===== src/rtl/etf_pkg.sv =====
`default_nettype none

package etf_pkg;

   // Width of one multiplier digit handled by a product cell.
   localparam int DIGIT_BITS = 16;

   localparam int CSR_INDEX_BITS = 3;

   typedef enum logic [CSR_INDEX_BITS-1:0] {
      CSR_FRACTAL_MODE    = 3'd0,
      CSR_JULIA_C_REAL    = 3'd1,
      CSR_JULIA_C_IMAG    = 3'd2,
      CSR_PLANE_LEFT      = 3'd3,
      CSR_PLANE_TOP       = 3'd4,
      CSR_STEP_REAL       = 3'd5,
      CSR_STEP_IMAG       = 3'd6,
      CSR_ITERATION_LIMIT = 3'd7
   } csr_index_type;

   localparam logic MODE_MANDELBROT = 1'b0;
   localparam logic MODE_JULIA      = 1'b1;

   // Reset values of the Julia constant and plane registers, given in Q4.27.
   localparam longint Q27_JULIA_C_REAL = -64'sd112071803;
   localparam longint Q27_JULIA_C_IMAG = 64'sd31151935;
   localparam longint Q27_PLANE_LEFT   = -64'sd201326592;
   localparam longint Q27_PLANE_TOP    = 64'sd201326592;
   localparam longint Q27_STEP         = 64'sd393216;

   // Control that travels down a product chain next to the operands.
   typedef struct packed {
      logic valid;
      logic neg;
   } mul_tag_type;

   // Rescales a Q4.27 constant to value_bits-5 fraction bits, truncating
   // toward zero and saturating to the signed range.
   function automatic longint q27_rescale(input longint v, input int value_bits);
      longint r;
      longint vmax;
      int     frac;
      frac = value_bits - 5;
      vmax = (64'sd1 <<< (value_bits - 1)) - 64'sd1;
      if (frac >= 27) begin
         r = v <<< (frac - 27);
      end else if (v < 0) begin
         r = -((-v) >>> (27 - frac));
      end else begin
         r = v >>> (27 - frac);
      end
      if (r > vmax) begin
         r = vmax;
      end else if (r < -vmax - 64'sd1) begin
         r = -vmax - 64'sd1;
      end
      return r;
   endfunction

endpackage

`default_nettype wire


===== src/rtl/etf_mul_cell.sv =====
`default_nettype none

// One cell of a product chain: adds the multiplicand times one digit of the
// multiplier into the running sum and hands everything to the next cell.
module etf_mul_cell #(
   parameter int A_BITS     = 32,
   parameter int B_BITS     = 32,
   parameter int ACC_BITS   = 64,
   parameter int CELL_INDEX = 0
) (
   input  logic                   clock,
   input  logic                   reset,
   input  etf_pkg::mul_tag_type   tag_in,
   input  logic [A_BITS-1:0]      a_in,
   input  logic [B_BITS-1:0]      b_in,
   input  logic [ACC_BITS-1:0]    acc_in,
   output etf_pkg::mul_tag_type   tag_out,
   output logic [A_BITS-1:0]      a_out,
   output logic [B_BITS-1:0]      b_out,
   output logic [ACC_BITS-1:0]    acc_out
);
   import etf_pkg::*;

   localparam int OFFSET    = CELL_INDEX * DIGIT_BITS;
   localparam int PROD_BITS = A_BITS + DIGIT_BITS;
   localparam int WIDE_BITS = PROD_BITS + OFFSET + ACC_BITS;

   logic [DIGIT_BITS-1:0] digit;
   logic [PROD_BITS-1:0]  partial;
   logic [WIDE_BITS-1:0]  wide;
   mul_tag_type           tag_ff;
   logic [A_BITS-1:0]     a_ff;
   logic [B_BITS-1:0]     b_ff;
   logic [ACC_BITS-1:0]   acc_ff;
   logic [ACC_BITS-1:0]   acc_in_sum;

   assign digit      = b_in[OFFSET +: DIGIT_BITS];
   assign partial    = PROD_BITS'(a_in) * PROD_BITS'(digit);
   assign wide       = WIDE_BITS'(partial) << OFFSET;
   assign acc_in_sum = acc_in + wide[ACC_BITS-1:0];

   always_ff @(posedge clock) begin
      if (reset) begin
         tag_ff <= '0;
      end else begin
         tag_ff <= tag_in;
      end
   end

   always_ff @(posedge clock) begin
      a_ff   <= a_in;
      b_ff   <= b_in;
      acc_ff <= acc_in_sum;
   end

   assign tag_out = tag_ff;
   assign a_out   = a_ff;
   assign b_out   = b_ff;
   assign acc_out = acc_ff;

endmodule

`default_nettype wire


===== src/rtl/etf_mul_chain.sv =====
`default_nettype none

// Fixed-point product of two magnitudes through a row of digit cells, then
// a shift toward zero and saturation with the requested sign.
module etf_mul_chain #(
   parameter int VALUE_BITS = 32,
   parameter int SHIFT      = 27
) (
   input  logic                          clock,
   input  logic                          reset,
   input  etf_pkg::mul_tag_type          tag_in,
   input  logic [VALUE_BITS-1:0]         mag_a,
   input  logic [VALUE_BITS-1:0]         mag_b,
   output logic                          result_valid,
   output logic signed [VALUE_BITS-1:0]  result
);
   import etf_pkg::*;

   localparam int NUM_DIGITS = (VALUE_BITS + DIGIT_BITS - 1) / DIGIT_BITS;
   localparam int B_BITS     = NUM_DIGITS * DIGIT_BITS;
   localparam int ACC_BITS   = 2 * VALUE_BITS;

   mul_tag_type           tag_link [NUM_DIGITS+1];
   logic [VALUE_BITS-1:0] a_link   [NUM_DIGITS+1];
   logic [B_BITS-1:0]     b_link   [NUM_DIGITS+1];
   logic [ACC_BITS-1:0]   acc_link [NUM_DIGITS+1];

   logic [ACC_BITS-1:0]         product;
   logic                        overflow;
   logic [VALUE_BITS-2:0]       mag;
   logic signed [VALUE_BITS-1:0] result_in;
   logic signed [VALUE_BITS-1:0] result_ff;
   logic                        valid_ff;

   assign tag_link[0] = tag_in;
   assign a_link[0]   = mag_a;
   assign b_link[0]   = B_BITS'(mag_b);
   assign acc_link[0] = '0;

   for (genvar k = 0; k < NUM_DIGITS; k++) begin : g_cell
      etf_mul_cell #(
         .A_BITS     (VALUE_BITS),
         .B_BITS     (B_BITS),
         .ACC_BITS   (ACC_BITS),
         .CELL_INDEX (k)
      ) u_cell (
         .clock   (clock),
         .reset   (reset),
         .tag_in  (tag_link[k]),
         .a_in    (a_link[k]),
         .b_in    (b_link[k]),
         .acc_in  (acc_link[k]),
         .tag_out (tag_link[k+1]),
         .a_out   (a_link[k+1]),
         .b_out   (b_link[k+1]),
         .acc_out (acc_link[k+1])
      );
   end

   // Any bit at or above the sign position of the shifted value saturates.
   assign product  = acc_link[NUM_DIGITS];
   assign overflow = |product[ACC_BITS-1:SHIFT+VALUE_BITS-1];
   assign mag      = product[SHIFT+VALUE_BITS-2:SHIFT];

   always_comb begin
      if (overflow) begin
         result_in = tag_link[NUM_DIGITS].neg ? {1'b1, {(VALUE_BITS-1){1'b0}}}
                                              : {1'b0, {(VALUE_BITS-1){1'b1}}};
      end else if (tag_link[NUM_DIGITS].neg) begin
         result_in = -$signed({1'b0, mag});
      end else begin
         result_in = $signed({1'b0, mag});
      end
   end

   always_ff @(posedge clock) begin
      if (reset) begin
         valid_ff <= 1'b0;
      end else begin
         valid_ff <= tag_link[NUM_DIGITS].valid;
      end
   end

   always_ff @(posedge clock) begin
      result_ff <= result_in;
   end

   assign result_valid = valid_ff;
   assign result       = result_ff;

endmodule

`default_nettype wire


===== config.mk =====
export PLATFORM = sky130hd
export DESIGN_NAME = etf_mul_chain
export DESIGN_NICKNAME = d
export VERILOG_FILES = /design/src/rtl/etf_pkg.sv /design/src/rtl/etf_mul_cell.sv /design/src/rtl/etf_mul_chain.sv
export SDC_FILE = /design/constraint.sdc
export NUM_CORES = 2
export LEC_CHECK = 0
export BUFFER_PORTS_ARGS = -buffer_cell sky130_fd_sc_hd__buf_4
export CORE_MARGIN = 2
export CORE_UTILIZATION = 35
export DETAILED_ROUTE_END_ITERATION = 12
export GPL_ROUTABILITY_DRIVEN = 0
export SYNTH_ARGS = -nofsm -noshare
export SYNTH_HDL_FRONTEND = slang
export SYNTH_SLANG_ARGS = --single-unit
export TNS_END_PERCENT = 20

===== constraint.sdc =====
create_clock -name clock -period 10.9 [get_ports clock]
set_input_delay 2.18 -clock clock [delete_from_list [all_inputs] [get_ports clock]]
set_output_delay 2.18 -clock clock [all_outputs]
set_load 0.02 [all_outputs]

Word-level counts from Yosys, hierarchy flattened
Index checks and enable logic that the tools add are counted.
{ "totals": {"regBits": 213, "output_inout_bits": 33, "input_bits": 68, "elab_cells": 18} }
{ "op_classes": {"add_sub_neg": 2, "multipliers": 2, "reduce_logical": 1, "n_mux": 3} }
{ "ops": {"columns": ["op", "count"], "rows": [
  ["multiplier 32 x 16 -> 48 bit", 2],
  ["two-way mux 32 bit", 3],
  ["adder 48 x 64 -> 64 bit", 1],
  ["negator 31 -> 32 bit", 1],
  ["OR reduction 6 bit", 1]
]} }

Logic depth before layout (Yosys ltp)
{ "logic_depth": {"ltp_word": 3, "ltp_mapped": 34, "depth_no_buf": 32} }

Cells and area by module
From an unflattened synthesis, not the netlist that was laid out.
{ "hier_totals": {"hier_cells": 4952, "area_unflattened_um2": 44153.6} }
{ "by_module_without_submodules": {"columns": ["module", "seq_area_each_um2", "cells_each", "instances", "area_each_um2"], "rows": [
  ["etf_mul_cell at g_cell[0].u_cell", 2602.5, 2350, 1, 21126.5],
  ["etf_mul_cell at g_cell[1].u_cell", 2602.5, 2342, 1, 21060.2],
  ["etf_mul_chain", 660.6, 260, 1, 1966.9]
]} }

Worst setup path before layout
No wires, ideal clock.
{ "synth_timing": {"kind": "input port to flip-flop", "from": "input port mag_a[12]", "to": "register g_cell[0].u_cell.acc_ff[44]", "required_time_ns": 10.828, "cell_stages": 24, "arrival_time_ns": 8.000, "setup_ns": 0.072, "path_buffers": 1, "setup_slack_ns": 2.828, "cell_sequence": "clkbuf_1 nand2_1 fa_1 inv_1 fa_1 inv_1 fa_1 inv_1 fa_1 inv_1 fa_1 inv_1 fa_1 ha_1 a21o_1 a21o_1 a21oi_1 o211ai_1 o21bai_1 a31o_2 a22o_1 a2111o_1 a31oi_1 xnor2_1"} }
{ "synth_via": {"elab_chain_cells": 1} }
{ "synth_rtl": {"columns": ["item", "line_no", "rtl"], "rows": [
  ["from (decl)", "etf_mul_chain.sv:12", "input logic [VALUE_BITS-1:0] mag_a,"],
  ["multiplier 32 x 16 -> 48 bit", "etf_mul_cell.sv:38", "assign partial = PROD_BITS'(a_in) * PROD_BITS'(digit);"],
  ["named net g_cell[0].u_cell.acc_in_sum[44]", "etf_mul_cell.sv:35", "logic [ACC_BITS-1:0] acc_in_sum;"],
  ["to (signal assigned)", "etf_mul_cell.sv:53", "acc_ff <= acc_in_sum;"],
  ["to (decl)", "etf_mul_cell.sv:34", "logic [ACC_BITS-1:0] acc_ff;"]
]} }
The timed path passes the listed nets, and every way through them passes these cells.
A chain may end at the register's enable or synchronous reset.

Final worst setup path
{ "layout_timing": {"from": "register g_cell[0].u_cell.b_ff[18]", "to": "register g_cell[1].u_cell.acc_ff[60]"} }
{ "layout_via": {"elab_chain_cells": 2} }
{ "layout_rtl": {"columns": ["item", "line_no", "rtl"], "rows": [
  ["from (decl)", "etf_mul_cell.sv:33", "logic [B_BITS-1:0] b_ff;"],
  ["from (signal assigned)", "etf_mul_cell.sv:52", "b_ff <= b_in;"],
  ["multiplier 32 x 16 -> 48 bit", "etf_mul_cell.sv:38", null],
  ["adder 48 x 64 -> 64 bit", "etf_mul_cell.sv:40", "assign acc_in_sum = acc_in + wide[ACC_BITS-1:0];"],
  ["named net g_cell[1].u_cell.acc_in_sum[60]", "etf_mul_cell.sv:35", null],
  ["to (signal assigned)", "etf_mul_cell.sv:53", null],
  ["to (decl)", "etf_mul_cell.sv:34", null]
]} }
The timed path passes the listed nets, and every way through them passes these cells.

==> results.yml <==
routing:
  dr_total_vias: 27500
  wl_per_cell_um: 17.7
  drtPass1Iterations: 5
  viasPerCell: 4.95
  drtIter0Drc: 1699
  ant_nets: 0
  wl_mm: 98.4
  drc: 0
place:
  port-buffer-count: 100
  place_inst: 5535
  place_hpwl_mm: 77.4
sta:
  setup-tns-final_ps: 0
  rsz0062_at_grt: "false"
  final_hold_viol_count: 0
  clock.fmax_mhz: 114
  worst_pin_slew_ps: 1060
  fin_hold_ws_ps: 436
  fin_crit_ps: 8730
  max_slew_margin_pct: 29.4
  slew_violations: 0
  finalCritPeriodShare_pct: 80.1
  finClkSkew_ps: 16.4
  setup_viol: 0
global_route:
  grt_start_max_net_pins: 48
  first_global_vias: 29300
  antenna_found_initial: 1
  grt_pass1_wl_mm: 162
  grt_overflow_total: 0
  grt_usage_pct: 18.9
setup_path:
  worst_path_max_delay_cell: "dfxtp_1"
  path_common_cell: "fa_1"
  max_stage_delay_ps: 780
  startpoint: "g_cell[0].u_cell.b_out[18]$_DFF_P_"
  r2r-end: "g_cell[1].u_cell.acc_out[60]$_DFF_P_"
  r2r-start: "g_cell[0].u_cell.b_out[18]$_DFF_P_"
  cp-end-kind: "register"
  cp.required_ps: 11250
  reg2reg_slack_ps: 2170
  cp-endpoint: "g_cell[1].u_cell.acc_out[60]$_DFF_P_"
  r2r_cells: 28
  crit_arrival_ps: 9080
  crit_type: "register to register"
  cp-start-kind: "register"
  cp_max_fo: 19
clock_tree:
  clock_sinks: 154
  clk_latency_ps: 470
  clockBufferDepth: 2
  htreeDepth: 4
  postCtsSetupRepairBufs: 0
  ctsResizeCount: 0
  numCtsBuffers: 17
  cts_tree: "built"
  clk_pin_slew_ps: 70
  cts_root_buf: "clkbuf_16"
  cts-hold-fix-buffers: 0
synth:
  async_flop_share_pct: 0
  synth-seq-cells: 154
  synth_cells: 4212
  synth_ff_type: "dfxtp_1"
  syn-cell-area_um2: 37300
  synthesis.nets: 5386
  netlist-cell-type-count: 80
  synth-edff-count: 0
  ys_seq_area_share_pct: 8.27
  ys_warn_count: 0
  syn_avg_cell_area_um2: 8.85
hold_path:
  min_path_type: "register to register"
run_status:
  status: "complete, no violations"
finish:
  instances_no_fill: 5567
  utilization_pct: 37.8
  drive_gt1_share_pct: 4.19
  areaGrowthSynthToFinish_pct: 6.73
  final_nets: 5337
  fillers: 10800
floorplanning:
  io-pin-count: 101
  chipWidth_um: 330
  core_um2: 105000
  die_h_um: 330
  initial_core_util_pct: 35.4
  num_rows: 119
  dieArea_um2: 109000
run:
  cap_violations: 0
[layout make-up]
class,instances,area [um2],area share [%]
timing repair buffer,118,886,2.23
antenna,1,2.50,0.00629
tap,1391,1740,4.37
sequential,154,3080,7.75
clock inverter,14,176,0.443
clock buffer,17,425,1.07
inverter,885,3320,8.35
multi-input combinational,2987,30200,75.8
[logic make-up after synthesis]
| kind of cell | share of synthesized area (%) |
|---|---|
| AOI/OAI and AO/OA | 6.54 |
| adders and majority gates | 53.9 |
| DFF | 8.27 |
| xor gates and xnor gates | 2.91 |
| and+or+nand+nor | 17.3 |
| buffers and inverters | 10.8 |
| muxes | 0.195 |
[worst min path at each step]
stage / start / endpoint / slack, ps / cells past startpoint
detailed placement: g_cell[0].u_cell.tag_out[0]$_SDFF_PP0_ / g_cell[1].u_cell.tag_out[0]$_SDFF_PP0_ / 430 / 1
finish: g_cell[0].u_cell.tag_out[0]$_SDFF_PP0_ / g_cell[1].u_cell.tag_out[0]$_SDFF_PP0_ / 440 / 1
CTS: g_cell[0].u_cell.tag_out[0]$_SDFF_PP0_ / g_cell[1].u_cell.tag_out[0]$_SDFF_PP0_ / 440 / 1
floorplan: g_cell[0].u_cell.tag_out[0]$_SDFF_PP0_ / g_cell[1].u_cell.tag_out[0]$_SDFF_PP0_ / 410 / 1
global route: g_cell[0].u_cell.tag_out[0]$_SDFF_PP0_ / g_cell[1].u_cell.tag_out[0]$_SDFF_PP0_ / 460 / 1
global placement: g_cell[0].u_cell.tag_out[1]$_SDFF_PP0_ / g_cell[1].u_cell.tag_out[1]$_SDFF_PP0_ / 420 / 1
[sequential cells by signal (all words and copies together) (netlist names)]
signal,cells
g_cell.u_cell.a_out,32
g_cell.u_cell.acc_out,69
g_cell.u_cell.b_out,16
g_cell.u_cell.tag_out,4
result,32
result_valid,1
[worst max-delay path, delay by kind of cell (launching register included)]
| kind | cells | cell delay (ps) |
|---|---|---|
| adder cells (fa/ha/maj) | 8 | 3880 |
| AO/OA/AOI/OAI | 6 | 1880 |
| buffers and inverters | 4 | 540 |
| XOR/XNOR | 2 | 330 |
| flip-flops | 1 | 780 |
| AND/OR/NAND/NOR | 8 | 1220 |
[per-layer routing]
metal,vias up,global-route usage (%),part of all wire [%]
met5,-,0,0
met4,0,3.71,1.4
met3,103,2.59,6.4
met2,868,30.8,47
li1,12500,-,-
met1,14100,26.8,45
[Yosys cell counts (all sizes together), types with 13 or more instances]
cell type,count,share of area (%)
xor2,44,1.0
dfxtp,154,8.3
o21ai,63,0.85
o21a,17,0.35
xnor2,76,1.9
buf,13,0.19
o211ai,16,0.34
nand2,787,7.9
nand4,24,0.40
o21bai,15,0.30
ha,271,9.1
nor2,92,0.93
nand2b,17,0.29
and2,330,5.5
fa,835,45
clkbuf,173,1.7
nand3,26,0.38
nor2b,26,0.44
a21o,55,1.1
nor3,29,0.43
a21oi,125,1.7
inv,885,8.9
[cell usage in the layout, fill, tap and decap left out, types with 25 or more instances in the layout]
cell,instances
a21oi_1,122
a21o_1,55
nor3_1,27
nand2_1,787
inv_1,885
xor2_1,44
nor2_1,92
buf_4,118
nor2b_1,26
ha_1,271
and2_1,330
fa_1,835
dfxtp_1,154
xnor2_1,73
o21ai_0,58
nand3_1,25
[metrics by stage]
step / setup slack (ps) / instance area (um2)
6_report: 2170 / 39800
5_1_grt: 1710 / 39800
4_1_cts: 2270 / 39800
3_5_place_dp: 2310 / 39200
3_3_place_gp: 2310 / 39200
2_1_floorplan: 2830 / 37300
Power is not shown: default switching activity piles up to over one toggle a cycle in this logic, so the estimate is an artifact.
